File: config.mk
export PLATFORM = sky130hd
export DESIGN_NAME = bfsa_seg_cmp
export DESIGN_NICKNAME = d
export VERILOG_FILES = /design/src/rtl/bfsa_pkg.sv /design/src/rtl/bfsa_seg_cmp.sv
export SDC_FILE = /design/constraint.sdc
export NUM_CORES = 1
export LEC_CHECK = 0
export BUFFER_PORTS_ARGS = -buffer_cell sky130_fd_sc_hd__buf_4
export CAP_MARGIN = 5
export CELL_PAD_IN_SITES_DETAIL_PLACEMENT = 0
export CELL_PAD_IN_SITES_GLOBAL_PLACEMENT = 1
export CORE_ASPECT_RATIO = 0.5
export CORE_MARGIN = 2
export CORE_UTILIZATION = 31
export DETAILED_ROUTE_END_ITERATION = 8
export GPL_TIMING_DRIVEN = 0
export PLACE_DENSITY_LB_ADDON = 0.3
export SETUP_SLACK_MARGIN = 0.15
export SYNTH_ARGS = -nofsm -noshare
export SYNTH_HDL_FRONTEND = slang
export SYNTH_SLANG_ARGS = --single-unit
File: constraint.sdc
create_clock -name vclk -period 3.71
set_input_delay 0.5565 -clock vclk [all_inputs]
set_output_delay 0.5565 -clock vclk [all_outputs]
set_load 0.01 [all_outputs]
File: src/rtl/bfsa_pkg.sv
// ----------------------------------------------------------------------------
// bfsa_pkg - shared types and constants
// Widths, command and status codes, and the segment compare result struct.
// ----------------------------------------------------------------------------
`default_nettype none

package bfsa_pkg;

  // address and size width
  localparam int AW = 32;

  // stream payload widths (bits, zero filled)
  localparam int IN_W  = 72;
  localparam int OUT_W = 136;
  localparam int CFG_W = 5;

  // commands
  localparam logic [1:0] CMD_ALLOC  = 2'd0;
  localparam logic [1:0] CMD_FREE   = 2'd1;
  localparam logic [1:0] CMD_RESIZE = 2'd2;

  // status codes
  localparam logic [3:0] ST_OK         = 4'd0;
  localparam logic [3:0] ST_SHORT_MEM  = 4'd1;
  localparam logic [3:0] ST_DUP_HANDLE = 4'd2;
  localparam logic [3:0] ST_NO_CONTIG  = 4'd3;
  localparam logic [3:0] ST_UNKNOWN    = 4'd4;
  localparam logic [3:0] ST_BELOW_USED = 4'd5;
  localparam logic [3:0] ST_BELOW_HW   = 4'd6;
  localparam logic [3:0] ST_INCONSIST  = 4'd7;
  localparam logic [3:0] ST_FULL       = 4'd8;

  // per-entry compare result of the segment scan
  typedef struct packed {
    logic end_hit;    // valid entry ending at the end key
    logic start_hit;  // valid entry starting at the start key
    logic better;     // fits and beats the current best
  } seg_cmp_t;

endpackage

`default_nettype wire

File: src/rtl/bfsa_seg_cmp.sv
// ----------------------------------------------------------------------------
// bfsa_seg_cmp - segment entry compare unit
// Used by the segment scan: end and start matches, fit and best-fit ordering.
// ----------------------------------------------------------------------------
`default_nettype none

module bfsa_seg_cmp (
  input  wire logic                   valid,
  input  wire logic [bfsa_pkg::AW-1:0] seg_start,
  input  wire logic [bfsa_pkg::AW-1:0] seg_size,
  input  wire logic [bfsa_pkg::AW-1:0] key_end,
  input  wire logic [bfsa_pkg::AW-1:0] key_start,
  input  wire logic [bfsa_pkg::AW-1:0] need,
  input  wire logic                   best_ok,
  input  wire logic [bfsa_pkg::AW-1:0] best_start,
  input  wire logic [bfsa_pkg::AW-1:0] best_size,
  output bfsa_pkg::seg_cmp_t          res
);

  logic [bfsa_pkg::AW-1:0] seg_end;
  logic                    fits;

  assign seg_end = seg_start + seg_size;
  assign fits    = valid && (seg_size >= need);

  // smallest fitting size, lowest start on ties
  assign res.end_hit   = valid && (seg_end == key_end);
  assign res.start_hit = valid && (seg_start == key_start);
  assign res.better    = fits && (!best_ok || (seg_size < best_size) ||
                         ((seg_size == best_size) && (seg_start < best_start)));

endmodule

`default_nettype wire

==> impl_metrics.json <==
{
  "status": "complete, but fails checks",
  "failed_checks": "negative setup slack",
  "rsz0062_at_grt": "true",
  "period_needed_ns": 3.88,
  "syn_to_final_growth_pct": 46.5,
  "dieHeight_um": 96.4,
  "post_drt_wl_per_cell_um": 20.1,
  "fin_crit_sh_pct": 105,
  "wl_um": 24400,
  "yosys.area.top_type_share_pct": 29.8,
  "synth_top_cell_by_area": "ha_1",
  "via_per_inst": 5.39,
  "yosys.cell_count.top_type": "ha_1",
  "gp_routability_congestion": 1.01,
  "grt_pass1_vias": 6255,
  "hp-class": "input pin to output pin",
  "final_util_pct": 46.9,
  "yosys-top-cells-area": "ha_1 (30%), xnor2_1 (9.1%), inv_1 (7.2%)",
  "timing.final.hold_violations": 0,
  "syn_area_um2": 5290,
  "ys_seq_area_share_pct": 0,
  "fmax_mhz": 258,
  "p_leak_nw": 3.81,
  "nets": 1341,
  "grt-ovfl-total": 0,
  "hold_end": "res[1]",
  "min_path_cells": 5,
  "worstSetupStartpointType": "input pin",
  "avgSynthCellArea_um2": 7.07,
  "placedCellCount": 1204,
  "place_area_um2": 7300,
  "start_util_pct": 32.0,
  "ys.warnings.count": 0,
  "route.detailed.drc": 0,
  "worst_pin_slew_ns": 0.556,
  "drt-initial-drc-count": 412,
  "power.density_nw_per_um2": 156,
  "num_rows": 33,
  "cp.arrival_ns": 3.32,
  "slew_violations": 0,
  "grt_first_pass_wirelength_um": 35900,
  "fill_cells": 1752,
  "ir_worst_vdd_mv": 0.0524,
  "antennaDiodeCount": 0,
  "clock_buffers": 0,
  "synthTopCellsByCount": "ha_1 (126), inv_1 (101), a21oi_1 (71), xnor2_1 (55), nor2_1 (47)",
  "slew-limit-headroom_pct": 62.6,
  "syn_inst": 748,
  "setup_viol": 1,
  "yosysUniqueCellTypes": 62,
  "drt-pass1-iter-count": 4,
  "syn_nets": 1101,
  "cts_hold_buf": 0,
  "final_antenna_net_count": 0,
  "antenna_found_initial": 0,
  "vias": 6540,
  "final.setup.worst_slack_ns": -0.168,
  "port-buffer-count": 229,
  "critPathKind": "input pin to output pin",
  "p_total_w": 0.00121,
  "drv_cap": 0,
  "gr-usage-all-layers_pct": 25.9,
  "dp_hpwl_um": 21700,
  "die-area_um2": 18200,
  "final_area_um2": 7750,
  "stdcell_count": 1213,
  "worstHoldStart": "key_start[12]",
  "nFlopsAndLatches": 0,
  "cp.required_ns": 3.15,
  "drive_above_1_share_pct": 31.8,
  "io_pins": 229,
  "pre_cts_ws_ns": -0.680,
  "coreArea_um2": 16500,
  "grt_start_max_net_pins": 11,
  "end_kind": "output pin",
  "die_w_um": 189,
  "seq_area_um2": 0,
  "critPathMaxFanout": 7
}
[report_power, final]
part           switching (W)  internal [W]
Sequential                 0             0
Clock                      0             0
Combinational       0.000657      0.000553
Total               0.000657      0.000553
[how the worst max path moves through the flow]
stage	start	endpoint	slack [ns]	cells after the start
floorplan	seg_start[0]	res[2]	0.19	11
CTS	seg_size[0]	res[2]	-0.16	13
global placement	seg_start[0]	res[2]	-0.67	12
finish	seg_start[24]	res[2]	-0.17	12
global route	seg_start[9]	res[2]	-0.31	12
detailed placement	seg_start[0]	res[2]	-0.68	12
[cell usage in the layout (no fill, tap or decap), drive strengths merged, types with 2 or more instances in the layout]
master   instances
or3              4
a21o            21
ha             126
a211o            6
o22ai            5
a211oi          11
o21a             7
clkbuf           5
a2111oi          3
nor3            14
o21bai           6
o211ai           7
nand4b           2
mux2i            5
o2111ai          3
o221ai           5
a31oi            7
nor2            47
a31o             2
nand3            8
nand2           38
a22oi            7
o311ai           2
inv            101
o31ai            3
or2b             2
xnor2           55
o32ai            2
xor2            20
nand4           40
nor4            11
nand2b           7
nor2b           10
o21ai           52
a21oi           72
buf            253
[worst max-delay path, cell delays in order]
cell	delay (ns)
buf_4	0.14
ha_1	0.28
buf_2	0.20
a21oi_4	0.22
o221ai_1	0.18
a211oi_2	0.28
o32ai_1	0.13
or4_4	0.56
nor4_2	0.27
nand4b_1	0.18
nor4_4	0.15
buf_4	0.15
[kinds of logic after synthesis]
kind of cell	count (synthesis)	synth area share (%)
AOI/OAI and AO/OA	230	28.0
xor gates and xnor gates	75	12.4
adders and majority gates	127	30.2
buffers and inverters	121	9.54
muxes	6	1.16
and+or+nand+nor	189	18.7
[metrics by stage]
| stage | setup TNS, ns | hold slack [ns] |
|---|---|---|
| floorplan | 0 | 1.23 |
| finish | -0.168 | 1.51 |
| detailed placement | -0.680 | 1.51 |
| global route | -0.307 | 1.55 |
| CTS | -0.158 | 1.51 |
| global placement | -0.672 | 1.52 |
[cell type report]
type,count,area [um2],area share [%]
inverter,101,379,4.89
buffer,20,146,1.89
timing repair buffer,238,1810,23.3
multi-input combinational,627,5130,66.2
tap,227,284,3.67
[metal layers]
layer / wire length (um) / global-route usage [%] / vias up
met5: 0 / 0 / -
met4: 129 / 1.76 / 0
met3: 1520 / 2.41 / 9
met2: 10900 / 43.3 / 233
met1: 11800 / 37.5 / 3075
li1: - / - / 3223
[repair_timing]
item | CTS | global route
pin swaps | 27 | 0
gates resized for setup | 68 | 11
setup buffers | 9 | 0
setup endpoints to repair | 1 | 2
gates cloned | 0 | 0
(Power assumes the default switching activity.)
